==> src/rtl/core/acme_pkg.sv <==
package acme_pkg;

    localparam logic [3:0] REG_KEY_HIGH = 4'd0;
    localparam logic [3:0] REG_KEY_LOW  = 4'd1;

    typedef struct packed {
        logic load_zero;    // start subkey encryption of zero
        logic load_block;   // start block encryption (chain ^ prepared block)
        logic round;        // advance one round
        logic take_subkeys; // derive K1/K2 from cipher state
        logic take_chain;   // store cipher state as chain value
        logic clear_chain;  // zero chain value
        logic take_mic;     // move the tag bytes into the output register
    } t_dp_cmd;

    typedef struct packed {
        logic final_round;
    } t_dp_status;

    localparam logic [7:0] SBOX [256] = '{
        8'h63,8'h7c,8'h77,8'h7b,8'hf2,8'h6b,8'h6f,8'hc5,8'h30,8'h01,8'h67,8'h2b,8'hfe,8'hd7,8'hab,8'h76,
        8'hca,8'h82,8'hc9,8'h7d,8'hfa,8'h59,8'h47,8'hf0,8'had,8'hd4,8'ha2,8'haf,8'h9c,8'ha4,8'h72,8'hc0,
        8'hb7,8'hfd,8'h93,8'h26,8'h36,8'h3f,8'hf7,8'hcc,8'h34,8'ha5,8'he5,8'hf1,8'h71,8'hd8,8'h31,8'h15,
        8'h04,8'hc7,8'h23,8'hc3,8'h18,8'h96,8'h05,8'h9a,8'h07,8'h12,8'h80,8'he2,8'heb,8'h27,8'hb2,8'h75,
        8'h09,8'h83,8'h2c,8'h1a,8'h1b,8'h6e,8'h5a,8'ha0,8'h52,8'h3b,8'hd6,8'hb3,8'h29,8'he3,8'h2f,8'h84,
        8'h53,8'hd1,8'h00,8'hed,8'h20,8'hfc,8'hb1,8'h5b,8'h6a,8'hcb,8'hbe,8'h39,8'h4a,8'h4c,8'h58,8'hcf,
        8'hd0,8'hef,8'haa,8'hfb,8'h43,8'h4d,8'h33,8'h85,8'h45,8'hf9,8'h02,8'h7f,8'h50,8'h3c,8'h9f,8'ha8,
        8'h51,8'ha3,8'h40,8'h8f,8'h92,8'h9d,8'h38,8'hf5,8'hbc,8'hb6,8'hda,8'h21,8'h10,8'hff,8'hf3,8'hd2,
        8'hcd,8'h0c,8'h13,8'hec,8'h5f,8'h97,8'h44,8'h17,8'hc4,8'ha7,8'h7e,8'h3d,8'h64,8'h5d,8'h19,8'h73,
        8'h60,8'h81,8'h4f,8'hdc,8'h22,8'h2a,8'h90,8'h88,8'h46,8'hee,8'hb8,8'h14,8'hde,8'h5e,8'h0b,8'hdb,
        8'he0,8'h32,8'h3a,8'h0a,8'h49,8'h06,8'h24,8'h5c,8'hc2,8'hd3,8'hac,8'h62,8'h91,8'h95,8'he4,8'h79,
        8'he7,8'hc8,8'h37,8'h6d,8'h8d,8'hd5,8'h4e,8'ha9,8'h6c,8'h56,8'hf4,8'hea,8'h65,8'h7a,8'hae,8'h08,
        8'hba,8'h78,8'h25,8'h2e,8'h1c,8'ha6,8'hb4,8'hc6,8'he8,8'hdd,8'h74,8'h1f,8'h4b,8'hbd,8'h8b,8'h8a,
        8'h70,8'h3e,8'hb5,8'h66,8'h48,8'h03,8'hf6,8'h0e,8'h61,8'h35,8'h57,8'hb9,8'h86,8'hc1,8'h1d,8'h9e,
        8'he1,8'hf8,8'h98,8'h11,8'h69,8'hd9,8'h8e,8'h94,8'h9b,8'h1e,8'h87,8'he9,8'hce,8'h55,8'h28,8'hdf,
        8'h8c,8'ha1,8'h89,8'h0d,8'hbf,8'he6,8'h42,8'h68,8'h41,8'h99,8'h2d,8'h0f,8'hb0,8'h54,8'hbb,8'h16
    };

    function automatic logic [7:0] xtime(input logic [7:0] x);
        xtime = {x[6:0], 1'b0} ^ (x[7] ? 8'h1b : 8'h00);
    endfunction

    // Byte i of a 128-bit word sits at bits [127-8i -: 8].
    function automatic logic [7:0] get_byte(input logic [127:0] v, input int i);
        get_byte = v[127-8*i -: 8];
    endfunction

    function automatic logic [127:0] next_round_key(input logic [127:0] k,
                                                    input logic [7:0] rc);
        logic [31:0] w0, w1, w2, w3, t;
        w0 = k[127:96];
        w1 = k[95:64];
        w2 = k[63:32];
        w3 = k[31:0];
        t = {SBOX[w3[23:16]] ^ rc, SBOX[w3[15:8]], SBOX[w3[7:0]], SBOX[w3[31:24]]};
        w0 = w0 ^ t;
        w1 = w1 ^ w0;
        w2 = w2 ^ w1;
        w3 = w3 ^ w2;
        next_round_key = {w0, w1, w2, w3};
    endfunction

    function automatic logic [127:0] aes_round(input logic [127:0] s,
                                               input logic [127:0] rk,
                                               input logic mix);
        logic [7:0] t [16];
        logic [7:0] a0, a1, a2, a3, all;
        logic [127:0] r;
        r = '0;
        for (int c = 0; c < 4; c++) begin
            for (int j = 0; j < 4; j++) begin
                t[j+4*c] = SBOX[get_byte(s, j + 4*((c+j) & 3))];
            end
        end
        if (mix) begin
            for (int c = 0; c < 4; c++) begin
                a0 = t[4*c];
                a1 = t[4*c+1];
                a2 = t[4*c+2];
                a3 = t[4*c+3];
                all = a0 ^ a1 ^ a2 ^ a3;
                t[4*c]   = a0 ^ all ^ xtime(a0 ^ a1);
                t[4*c+1] = a1 ^ all ^ xtime(a1 ^ a2);
                t[4*c+2] = a2 ^ all ^ xtime(a2 ^ a3);
                t[4*c+3] = a3 ^ all ^ xtime(a3 ^ a0);
            end
        end
        for (int i = 0; i < 16; i++) begin
            r[127-8*i -: 8] = t[i];
        end
        aes_round = r ^ rk;
    endfunction

endpackage

==> src/rtl/core/acme_ctrl.sv <==
module acme_ctrl
    import acme_pkg::*;
(
    input  logic       i_clk,
    input  logic       i_rst_n,
    input  logic       i_valid,
    output logic       o_stall,
    input  logic       i_last_block,
    output logic       o_valid,
    input  logic       i_stall,
    output t_dp_cmd    o_cmd,
    output logic       o_capture,
    input  t_dp_status i_status
);

    localparam logic [2:0] ST_IDLE   = 3'd0;
    localparam logic [2:0] ST_SUBKEY = 3'd1;
    localparam logic [2:0] ST_START  = 3'd2;
    localparam logic [2:0] ST_BLOCK  = 3'd3;
    localparam logic [2:0] ST_OUT    = 3'd4;

    logic [2:0] r_state, n_state;
    logic       r_in_message, n_in_message;
    logic       r_last, n_last;
    logic       r_out_valid, n_out_valid;
    logic       accept;

    assign o_stall = (r_state != ST_IDLE);
    assign accept  = i_valid && !o_stall;
    assign o_valid = r_out_valid;

    always_comb begin
        n_state      = r_state;
        n_in_message = r_in_message;
        n_last       = r_last;
        n_out_valid  = r_out_valid && i_stall;
        o_cmd        = '0;
        o_capture    = 1'b0;
        unique case (r_state)
            ST_IDLE: begin
                if (accept) begin
                    o_capture = 1'b1;
                    n_last    = i_last_block;
                    if (!r_in_message) begin
                        o_cmd.load_zero = 1'b1;
                        n_state         = ST_SUBKEY;
                    end else begin
                        n_state = ST_START;
                    end
                end
            end
            ST_SUBKEY: begin
                o_cmd.round = 1'b1;
                if (i_status.final_round) begin
                    o_cmd.take_subkeys = 1'b1;
                    o_cmd.clear_chain  = 1'b1;
                    n_in_message       = 1'b1;
                    n_state            = ST_START;
                end
            end
            ST_START: begin
                o_cmd.load_block = 1'b1;
                n_state          = ST_BLOCK;
            end
            ST_BLOCK: begin
                o_cmd.round = 1'b1;
                if (i_status.final_round) begin
                    if (r_last) begin
                        o_cmd.clear_chain = 1'b1;
                        n_in_message      = 1'b0;
                        n_state           = ST_OUT;
                    end else begin
                        o_cmd.take_chain = 1'b1;
                        n_state          = ST_IDLE;
                    end
                end
            end
            ST_OUT: begin
                // hold the tag until the output register is free
                if (!r_out_valid || !i_stall) begin
                    o_cmd.take_mic = 1'b1;
                    n_out_valid    = 1'b1;
                    n_state        = ST_IDLE;
                end
            end
            default: begin
                n_state = ST_IDLE;
            end
        endcase
    end

    always_ff @(posedge i_clk) begin
        if (!i_rst_n) begin
            r_state      <= ST_IDLE;
            r_in_message <= 1'b0;
            r_last       <= 1'b0;
            r_out_valid  <= 1'b0;
        end else begin
            r_state      <= n_state;
            r_in_message <= n_in_message;
            r_last       <= n_last;
            r_out_valid  <= n_out_valid;
        end
    end

endmodule

==> config.mk <==
export PLATFORM = sky130hd
export DESIGN_NAME = acme_ctrl
export DESIGN_NICKNAME = d
export VERILOG_FILES = /design/src/rtl/core/acme_pkg.sv /design/src/rtl/core/acme_ctrl.sv
export SDC_FILE = /design/constraint.sdc
export NUM_CORES = 1
export LEC_CHECK = 0
export ABC_AREA = 1
export BUFFER_PORTS_ARGS = -buffer_cell sky130_fd_sc_hd__buf_2
export CORE_AREA = 2 2 39 41
export DETAILED_ROUTE_END_ITERATION = 8
export DIE_AREA = 0 0 41 43
export SLEW_MARGIN = 25
export SYNTH_ARGS = -nofsm -noshare
export SYNTH_HDL_FRONTEND = slang
export SYNTH_SLANG_ARGS = --single-unit
export TNS_END_PERCENT = 5
==> constraint.sdc <==
create_clock -name i_clk -period 2.9 [get_ports i_clk]
set_clock_uncertainty 0.15 [all_clocks]
set_input_delay 0.435 -clock i_clk [delete_from_list [all_inputs] [get_ports i_clk]]
set_output_delay 0.435 -clock i_clk [all_outputs]
set_load 0.03 [all_outputs]
# Word-level counts from Yosys, hierarchy flattened
# Cells that the tools add are included.
# totals
reg_bits	6
in_bits	6
wordCells	55
# classes
eq_ne	9
reduce_logical	13
muxes	29
# ops
operator	count
2-to-1 mux 1 bit	19
2-to-1 mux 3 bit	5
case mux 3 bit (5 select lines)	1
inequality test 2 bit (second input constant)	5
AND reduction 4 bit	2
equality test 3 x 2 -> 1 bit (second input constant)	2
2-to-1 mux 2 bit	2
case mux 1 bit (2 select lines)	2
equality test 3 x 1 -> 1 bit (second input constant)	1
equality test 3 bit (second input constant)	1
zero test 1 bit	3
zero test 3 bit	1
nonzero test 3 bit	1
logical AND 1 bit	2
AND reduction 2 bit	1
nonzero test 2 bit	1
OR reduction 2 bit	1
logical OR 1 bit	1

# Longest topological paths before layout
# Gate-level depths: netlist of the first run.
# logic_depth
word_depth	5
mapped_depth	7
mapped_depth_nobuf	7

# Worst setup path before layout of the first run
# OpenSTA, ideal clock, no wires.
# synth_timing
path_type	reg-to-output
from	register r_state[2]
to	output port o_cmd[2] (netlist name)
arrival_time_ps	1425
stages_incl_launch_ff	3
required_time_ps	2315
path_slack_ps	890
cell_sequence	dfxtp_1 -> buf_4 -> nor4_1
# synth_lines
element	line	source
start: declaration	acme_ctrl.sv:22	logic [2:0] r_state, n_state;
start signal: assignment	acme_ctrl.sv:99	r_state <= n_state;
end: declaration	acme_ctrl.sv:11	output t_dp_cmd o_cmd,

==> results of run 1 <==
area by class of cell:
cell class / count / share of cell area
multi-input cells: 38 / 0.404
flip-flops and latches: 6 / 0.260
repair buffers: 15 / 0.163
inverters: 10 / 0.0813
clock buffers: 3 / 0.0488
well taps: 16 / 0.0434
placed cells by master (no fill, tap or decap), drive strengths merged:
cell type and instances:
a211oi 1, nor4 1, nor2 13, nor3 1
nand2 12, clkbuf 3, inv 10, buf 15
a21oi 4, dfxtp 6, nand3 6
sequential cells by signal, summed over array words and instances, names as in the netlist:
signal        count
r_last            1
r_state           3
o_valid           1
r_in_message      1
power breakdown:
group          switching [mW]  total, mW  internal, mW  leakage (nW)
Sequential            0.00923      0.102        0.0926        0.0492
Clock                  0.0290     0.0757        0.0467        0.0138
Combinational          0.0987      0.141        0.0422         0.214
Total                   0.137      0.318         0.182         0.277
critical path, cell delays in order (launching register included):
cell and delay (ps):
dfxtp_1 390, nand2_1 120, nor2_1 100, nand3_1 120
nand2_1 80, buf_2 190
path summary, 6_finish.rpt:
kind,from,end,slack (ps)
max,r_state[0],o_cmd[1],1070
min,i_last_block,r_last,300
max reg2reg,r_state[2],r_state[1],1620
min reg2reg,o_valid,o_valid,330
cells in the mapped netlist:
master / instances / area, sq um
a211oi_1: 1 / 7.51
a21oi_1: 3 / 15.0
a21oi_2: 1 / 8.76
buf_4: 1 / 7.51
dfxtp_1: 6 / 120
inv_1: 8 / 30.0
inv_2: 2 / 7.51
nand2_1: 10 / 37.5
nand2_2: 2 / 12.5
nand3_1: 5 / 25.0
nand3_2: 1 / 10.0
nor2_1: 11 / 41.3
nor2_2: 1 / 6.26
nor2_4: 1 / 11.3
nor3_1: 1 / 5.00
nor4_1: 1 / 6.26
logic make-up (layout without fill, tap and decap cells):
kind of cell,after synthesis,after routing,synth area share
and+or+nand+nor,33,33,0.441
buffers and inverters,11,28,0.128
DFF,6,6,0.342
AOI/OAI and AO/OA,5,5,0.0890
layer usage:
layer / part of all wire / global-route usage
met1: 0.43 / 0.136
met4: 0.025 / 0.100
met5: 0 / 0
met2: 0.47 / 0.159
met3: 0.079 / 0.0366
==> summary.md, run 1 <==
| Metric | Value |
|---|---|
| Final instance area | `462 sq um` |
| Final Max Tran Viols | `0` |
| Clock tree from TritonCTS | `yes` |
| Final critical-path required period | `1830 ps` |
| Overall power | `0.318 mW` |
| Post-Synthesis Cells | `55` |
| Total wire length | `812 um` |
| Clock buffer count from CTS | `3` |
| Drt first pass iters | `4` |
| Sequential-to-total area share from yosys stat | `0.342` |
| Setup WS post-layout | `1070 ps` |
| Worst hold stages | `3` |
| Synthesized flop and latch total | `6` |
| Filler Cells Inserted | `154` |
| Clock latency on the worst-skew pair | `240 ps` |
| Via count | `395` |
| P per Cell Area | `690 mW/mm^2` |
| Pre-CTS setup slack | `1240 ps` |
| DR iter-0 viols | `11` |
| Crit Path Category | `flop to output port` |
| Post-placement cell count | `85` |
| Largest net degree at the start of global routing | `10` |
| Critical Path RT | `2320 ps` |
| Placed Area | `439 sq um` |
| Layout area overhead | `31.3%` |
| DRC viols | `0` |
| Yosys cell types | `16` |
| Status | `finished, final reports clean` |
| Die area | `0.00176 sq mm` |
| Worst Path Max Fanout | `5` |
| Post-Syn Nets | `61` |
| Yosys warning total | `0` |
| Area of the multi-input gates | `186 sq um` |
| WP data arrival | `1250 ps` |
| Worst IR drop on VDD | `0.000277 V` |
| Postcts setup bufs | `0` |
| Wire length per cell | `9.23 um` |
| Vias per inst | `4.49` |
| Initial antenna violation count | `0` |
| Final cell count without fillers | `88` |
| Setup crit end kind | `output port` |
| Crit path launch type | `flop` |
| H-tree levels | `1` |
| Final Core Density | `0.334` |
| Root buffer cell | `clkbuf_4` |
| Die Y | `43 um` |
| Overall routing resource usage | `0.116` |
| # nets final | `80` |
| Die extent in x | `41 um` |
| CTS hold repair buffers | `0` |
| I/O pins | `16` |
| Period utilization | `0.633` |
| Starting Density | `0.254` |
| Slew of the pin with the lowest slew margin | `352 ps` |
| Core Footprint | `0.00138 sq mm` |
| Ant. Diodes | `0` |
| Grt ovf | `0` |
| Dpl hpwl | `653 um` |
| MaxCap Viol Count | `0` |
| Unrepaired setup endpoints after global routing | `no` |
| Row cnt | `14` |
| Final setup fails | `0` |
| Clk buf depth | `2` |
| FMAX | `545 MHz` |
| FF-to-FF path depth | `5` |
| Worst hold slack | `298 ps` |
| Fin. Hold Viols | `0` |
| Vias in the first global route | `343` |
| Routability Congestion | `0.768` |
| Seq. cell area | `120 sq um` |
| Lkg Pwr | `0.277 nW` |
| Syn_area_per_cell | `6.39 sq um` |
| Ratio of cells with drive above 1 in the final layout | `0.361` |
| Global-route wire length before repair | `1320 um` |
| PortBufs | `15` |
| Sinks on Clock Net | `6` |
| Slew headroom | `0.765` |
| Hold/Removal Path Class | `input port to flop` |
| Antenna Nets Post-Route | `0` |
| Clock-pin slew on the worst setup and hold paths | `40 ps` |
| Cts repair resizes | `0` |
| Syn Std Cell Area | `352 sq um` |
| Setup TNS | `0 ps` |
(Power assumes the default switching activity.)
==> run 2, diff against run 1 <==
==> constraint.sdc (replaced) <==
create_clock -name i_clk -period 1.5 [get_ports i_clk]
set_clock_uncertainty 0.15 [all_clocks]
set_input_delay 0.225 -clock i_clk [delete_from_list [all_inputs] [get_ports i_clk]]
set_output_delay 0.225 -clock i_clk [all_outputs]
set_load 0.03 [all_outputs]
==> run 2 against run 1 <==
Effect of this change: the run now ends with setup timing left; sequential power increased by 110%; core utilization increased by 7.6 points; global-route usage down 0.73 points; critical path type unchanged; critical endpoint unchanged; largest cell class unchanged; highest routed layer unchanged.
==> summary.md, run 2 (same netlist as run 1, synthesis figures left out) <==
| Metric | Value |
|---|---|
| Final Max Tran Viols | `0` |
| Vias per inst | `4.49` |
| Fin. Hold Viols | `0` |
| Largest net degree at the start of global routing | `10` |
| Slew headroom | `0.870` |
| Setup crit end kind | `output port` |
| DRC viols | `0` |
| Slew of the pin with the lowest slew margin | `194 ps` |
| Lkg Pwr | `0.299 nW` |
| Register with the most flip-flops | `r_state` |
| Clk buf depth | `2` |
| Layout area overhead | `61.2%` |
| Die Y | `43 um` |
| Sinks on Clock Net | `6` |
| DR iter-0 viols | `5` |
| PortBufs | `15` |
| Grt ovf | `0` |
| Worst IR drop on VDD | `0.000547 V` |
| Ant. Diodes | `0` |
| H-tree levels | `1` |
| Final setup fails | `2` |
| Worst Path Max Fanout | `5` |
| FMAX | `662 MHz` |
| Met3 wire length | `43 um` |
| Root buffer cell | `clkbuf_4` |
| Dpl hpwl | `641 um` |
| FF-to-FF path depth | `6` |
| Worst hold stages | `3` |
| Number of flip-flops in the largest register | `3` |
| Period utilization | `1.01` |
| Core Footprint | `0.00138 sq mm` |
| Via count | `409` |
| Wire length per cell | `9.21 um` |
| Filler Cells Inserted | `157` |
| Hold/Removal Path Class | `input port to flop` |
| Crit path launch type | `flop` |
| # nets final | `83` |
| Clock-pin slew on the worst setup and hold paths | `40 ps` |
| Crit Path Category | `flop to output port` |
| Setup TNS | `-14.6 ps` |
| Die area | `0.00176 sq mm` |
| Status | `finished with violations` |
| Routability Congestion | `0.806` |
| Ratio of cells with drive above 1 in the final layout | `0.533` |
| Global-route wire length before repair | `1330 um` |
| Overall routing resource usage | `0.108` |
| Clock latency on the worst-skew pair | `240 ps` |
| Final Core Density | `0.410` |
| MaxCap Viol Count | `0` |
| Failing checks | `setup timing` |
| Setup WS post-layout | `-11.7 ps` |
| Clock buffer count from CTS | `3` |
| Die extent in x | `41 um` |
| Unrepaired setup endpoints after global routing | `yes` |
| Top layer in use | `met4` |
| Antenna Nets Post-Route | `0` |
| Met2 routed WL | `443 um` |
| Clock tree from TritonCTS | `yes` |
| I/O pins | `16` |
| M1 WL | `347 um` |
| Total wire length | `838 um` |
| P per Cell Area | `1230 mW/mm^2` |
| WP data arrival | `1140 ps` |
| Initial antenna violation count | `0` |
| Pre-CTS setup slack | `111 ps` |
| Starting Density | `0.254` |
| Row cnt | `14` |
| Vias in the first global route | `367` |
| Most frequent cells in the layout | `9 x nand2_1, 9 x nor2_1, 9 x buf_2, 6 x inv_1, 5 x buf_4` |
| Critical Path RT | `1120 ps` |
| Final critical-path required period | `1510 ps` |
| Drt first pass iters | `4` |
## run 2: cell count changes in the layout (fill, tap and decap cells not counted), moves of 2 or more
| cell | before | now |
|---|---|---|
| buf_2 | 15 | 9 |
| buf_4 | 0 | 5 |
| buf_6 | 0 | 3 |
| dfxtp_1 | 6 | 3 |
| dfxtp_4 | 0 | 2 |
| inv_1 | 8 | 6 |
| inv_4 | 0 | 2 |
| nand3_1 | 5 | 3 |
| nand3_2 | 1 | 3 |
| nor2_1 | 11 | 9 |
## run 2: where the power goes
| group | switching (mW) | internal [mW] | leakage [nW] |
|---|---|---|---|
| combinational | 0.211 | 0.130 | 0.234 |
| sequential | 0.0300 | 0.181 | 0.0508 |
| clock | 0.0539 | 0.0902 | 0.0138 |
## run 2: layer usage
metal	vias up	global-route usage
li1	213	-
met4	0	0.0600
met1	182	0.132
met3	2	0.0157
met5	-	0
met2	12	0.172
## run 2: path summary, 6_finish.rpt
kind	from	slack, ps	endpoint
max	r_state[0]	-10	o_cmd[1]
min	i_rst_n	70	r_state[1]
max reg2reg	r_state[1]	330	r_state[1]
min reg2reg	o_valid	330	o_valid
## run 2: what timing repair did
item	4_1_cts	5_1_grt
pin swaps	0	1
buffers inserted	2	1
hold buffers	0	0
endpoints found under the setup margin	7	6
gates resized for setup	10	16
## run 2: final cells by class
cell class	instances	area [sq um]	area share
flip-flops and latches	6	129	0.227
inverters	10	42.5	0.0751
repair buffers	18	124	0.219
well taps	16	20.0	0.0353
multi-input cells	38	229	0.404
clock buffers	3	22.5	0.0397
## run 2: worst max-delay path: stages, from the launching register on
cell,delay (ps)
dfxtp_4,380
nand2_2,100
nor2_2,110
nand3_2,90
nand2_1,90
buf_6,130
## run 2: per-stage QoR
| step | hold slack [ps] | power, mW | cell area, sq um | std cells |
|---|---|---|---|---|
| finish | 70.0 | 0.696 | 567 | 91 |
| global route | 97.2 | 0.750 | 567 | 91 |
| CTS | 63.9 | 0.666 | 504 | 90 |
| detailed placement | 326 | 0.475 | 445 | 85 |
| global placement | 318 | 0.476 | 445 | 85 |
| floorplan | 195 | 0.407 | 358 | 55 |
==> run 3, diff against run 2 <==
--- a/config.mk
+++ b/config.mk
@@ -7,6 +7,7 @@
 export LEC_CHECK = 0
 export ABC_AREA = 1
 export BUFFER_PORTS_ARGS = -buffer_cell sky130_fd_sc_hd__buf_2
+export CAP_MARGIN = 10
 export CORE_AREA = 2 2 39 41
 export DETAILED_ROUTE_END_ITERATION = 8
 export DIE_AREA = 0 0 41 43
==> constraint.sdc (replaced) <==
create_clock -name i_clk -period 1.6 [get_ports i_clk]
set_clock_uncertainty 0.15 [all_clocks]
set_input_delay 0.24 -clock i_clk [delete_from_list [all_inputs] [get_ports i_clk]]
set_output_delay 0.24 -clock i_clk [all_outputs]
set_load 0.03 [all_outputs]
==> run 3 against run 2 <==
Effect of this change: wire length shrank 7.9%; the flow now finishes without violations; core utilization decreased by 4.7 points; sequential power fell by 8%; non-clock buffer count decreased by 2; total power down 14%; critical path type unchanged; highest routed layer unchanged; critical endpoint is now o_cmd[6].
==> summary.md, run 3 (same netlist as run 1, synthesis figures left out) <==
| Metric | Value |
|---|---|
| Status | `finished, final reports clean` |
| Final cell count without fillers | `89` |
| CTS hold repair buffers | `0` |
| Wire length per cell | `8.67 um` |
| Layout area overhead | `42.7%` |
| Worst IR drop on VDD | `0.000556 V` |
| PortBufs | `15` |
| Global-route wire length before repair | `1320 um` |
| Post-placement cell count | `85` |
| Worst Path Max Fanout | `5` |
| Fin. Hold Viols | `0` |
| Ratio of cells with drive above 1 in the final layout | `0.466` |
| Clock tree from TritonCTS | `yes` |
| Slew of the pin with the lowest slew margin | `230 ps` |
| Clk buf depth | `2` |
| Clock-pin slew on the worst setup and hold paths | `40 ps` |
| WP data arrival | `1160 ps` |
| Worst hold slack | `83.6 ps` |
| Antenna Nets Post-Route | `0` |
| Largest net degree at the start of global routing | `10` |
| Comb pwr share | `0.452` |
| Overall routing resource usage | `0.107` |
| Commonest non-fill, non-tap cell in the layout | `buf_2` |
| Final setup fails | `0` |
| Lkg Pwr | `0.285 nW` |
| I/O pins | `16` |
| MaxCap Viol Count | `0` |
| Final Core Density | `0.363` |
| Via count | `395` |
| Dpl hpwl | `641 um` |
| Die area | `0.00176 sq mm` |
| Die extent in x | `41 um` |
| Setup TNS | `0 ps` |
| Crit path launch type | `flop` |
| Root buffer cell | `clkbuf_4` |
| Slowest-stage cell, CP | `dfxtp_4` |
| P per Cell Area | `1200 mW/mm^2` |
| H-tree levels | `1` |
| Clock Power Share | `0.224` |
| Final critical-path required period | `1550 ps` |
| FMAX | `646 MHz` |
| Overall power | `0.602 mW` |
| Worst reg2reg startpoint | `r_state[2]` |
| Routability Congestion | `0.806` |
| Vias in the first global route | `359` |
| Setup crit end kind | `output port` |
| Slew headroom | `0.847` |
| Sinks on Clock Net | `6` |
| Register with the most flip-flops | `r_state` |
| Unrepaired setup endpoints after global routing | `yes` |
| Final Max Tran Viols | `0` |
| Total wire length | `772 um` |
| Power share of the sequential group | `0.324` |
| Die Y | `43 um` |
| Hold/Removal Path Class | `input port to flop` |
| Grt ovf | `0` |
| Row cnt | `14` |
| Clock latency on the worst-skew pair | `240 ps` |
| Vias per inst | `4.44` |
| Clock buffer count from CTS | `3` |
| Starting Density | `0.254` |
| Core Footprint | `0.00138 sq mm` |
| Period utilization | `0.968` |
| Number of flip-flops in the largest register | `3` |
| Hold Startpoint | `i_rst_n` |
| Net Switching | `0.254 mW` |
| Critical Path RT | `1210 ps` |
| Hold EP | `r_state[1]` |
| FF-to-FF End | `r_state[0]` |
| Drt first pass iters | `4` |
| CP peak stage delay | `350 ps` |
| R2R setup slack | `430 ps` |
| DRC viols | `0` |
| Worst hold stages | `3` |
| Ant. Diodes | `0` |
| Sw frac | `0.422` |
| CP most frequent cell | `nand2_2` |
| Crit Path Category | `flop to output port` |
| # nets final | `81` |
| Cell internal pwr | `0.347 mW` |
| Initial antenna violation count | `0` |
| CP cell instances | `inv_2 > nand2_2 > nor2_4 > nand2_2 > nor2_1 > buf_4` |
| DR iter-0 viols | `5` |
| Most frequent cells in the layout | `11 x buf_2, 10 x nor2_1, 9 x nand2_1, 7 x inv_1, 5 x nand3_1` |
| FF-to-FF path depth | `5` |
==> run 3: cell types whose count changed in the layout (fill, tap and decap cells not counted), sizes merged <==
cell  previous run  this run
buf             17        15
==> run 3: worst max path at each step <==
stage	from	endpoint	slack, ps	cells past startpoint
finish	r_state[0]	o_cmd[6]	50	6
floorplan	r_state[2]	o_cmd[5]	60	2
CTS	r_state[1]	o_cmd[6]	20	6
global placement	r_state[1]	o_cmd[6]	190	6
global route	r_state[0]	o_cmd[6]	-20	6
detailed placement	r_state[1]	o_cmd[6]	200	6
==> run 3: power by group through the flow <==
stage / Combinational [mW] / Clock, mW / Sequential (mW)
2_1_floorplan: 0.197 / 0 / 0.184
3_3_place_gp: 0.257 / 0 / 0.188
3_5_place_dp: 0.256 / 0 / 0.189
4_1_cts: 0.262 / 0.141 / 0.189
5_1_grt: 0.305 / 0.149 / 0.196
6_report: 0.272 / 0.135 / 0.195
==> run 3: layout make-up <==
class / count / area, sq um
inverter: 10 / 37.5
tap: 16 / 20.0
fill: 165 / 882
timing repair buffer: 16 / 92.6
clock buffer: 3 / 22.5
multi-input combinational: 38 / 203
sequential: 6 / 126
==> run 3: what timing repair did <==
item                                    in CTS  in global routing
resized for setup                            4                 10
cloned                                       0                  0
endpoints found under the setup margin       4                  4
pin swaps                                    0                  1
setup buffers                                0                  1
==> run 3: critical path, delay by kind of cell, from the launching register on <==
kind | cells | cell delay [ps]
flip-flops | 1 | 350
AND/OR/NAND/NOR | 4 | 320
buffers and inverters | 2 | 240
==> run 3: metal layers <==
layer  GRT usage  routed length (um)  up-vias
met4      0.0600                   8        0
met2       0.169                 381       14
met3      0.0157                  44        2
li1            -                   -      211
met5           0                   0        -
met1       0.132                 338      168
==> run 3: per-stage QoR <==
stage / setup WS [ps] / area [sq um]
after floorplan: 64.3 / 358
after global placement: 188 / 445
after detailed placement: 196 / 445
after CTS: 15.1 / 473
after global routing: -24.3 / 502
final: 51.6 / 502
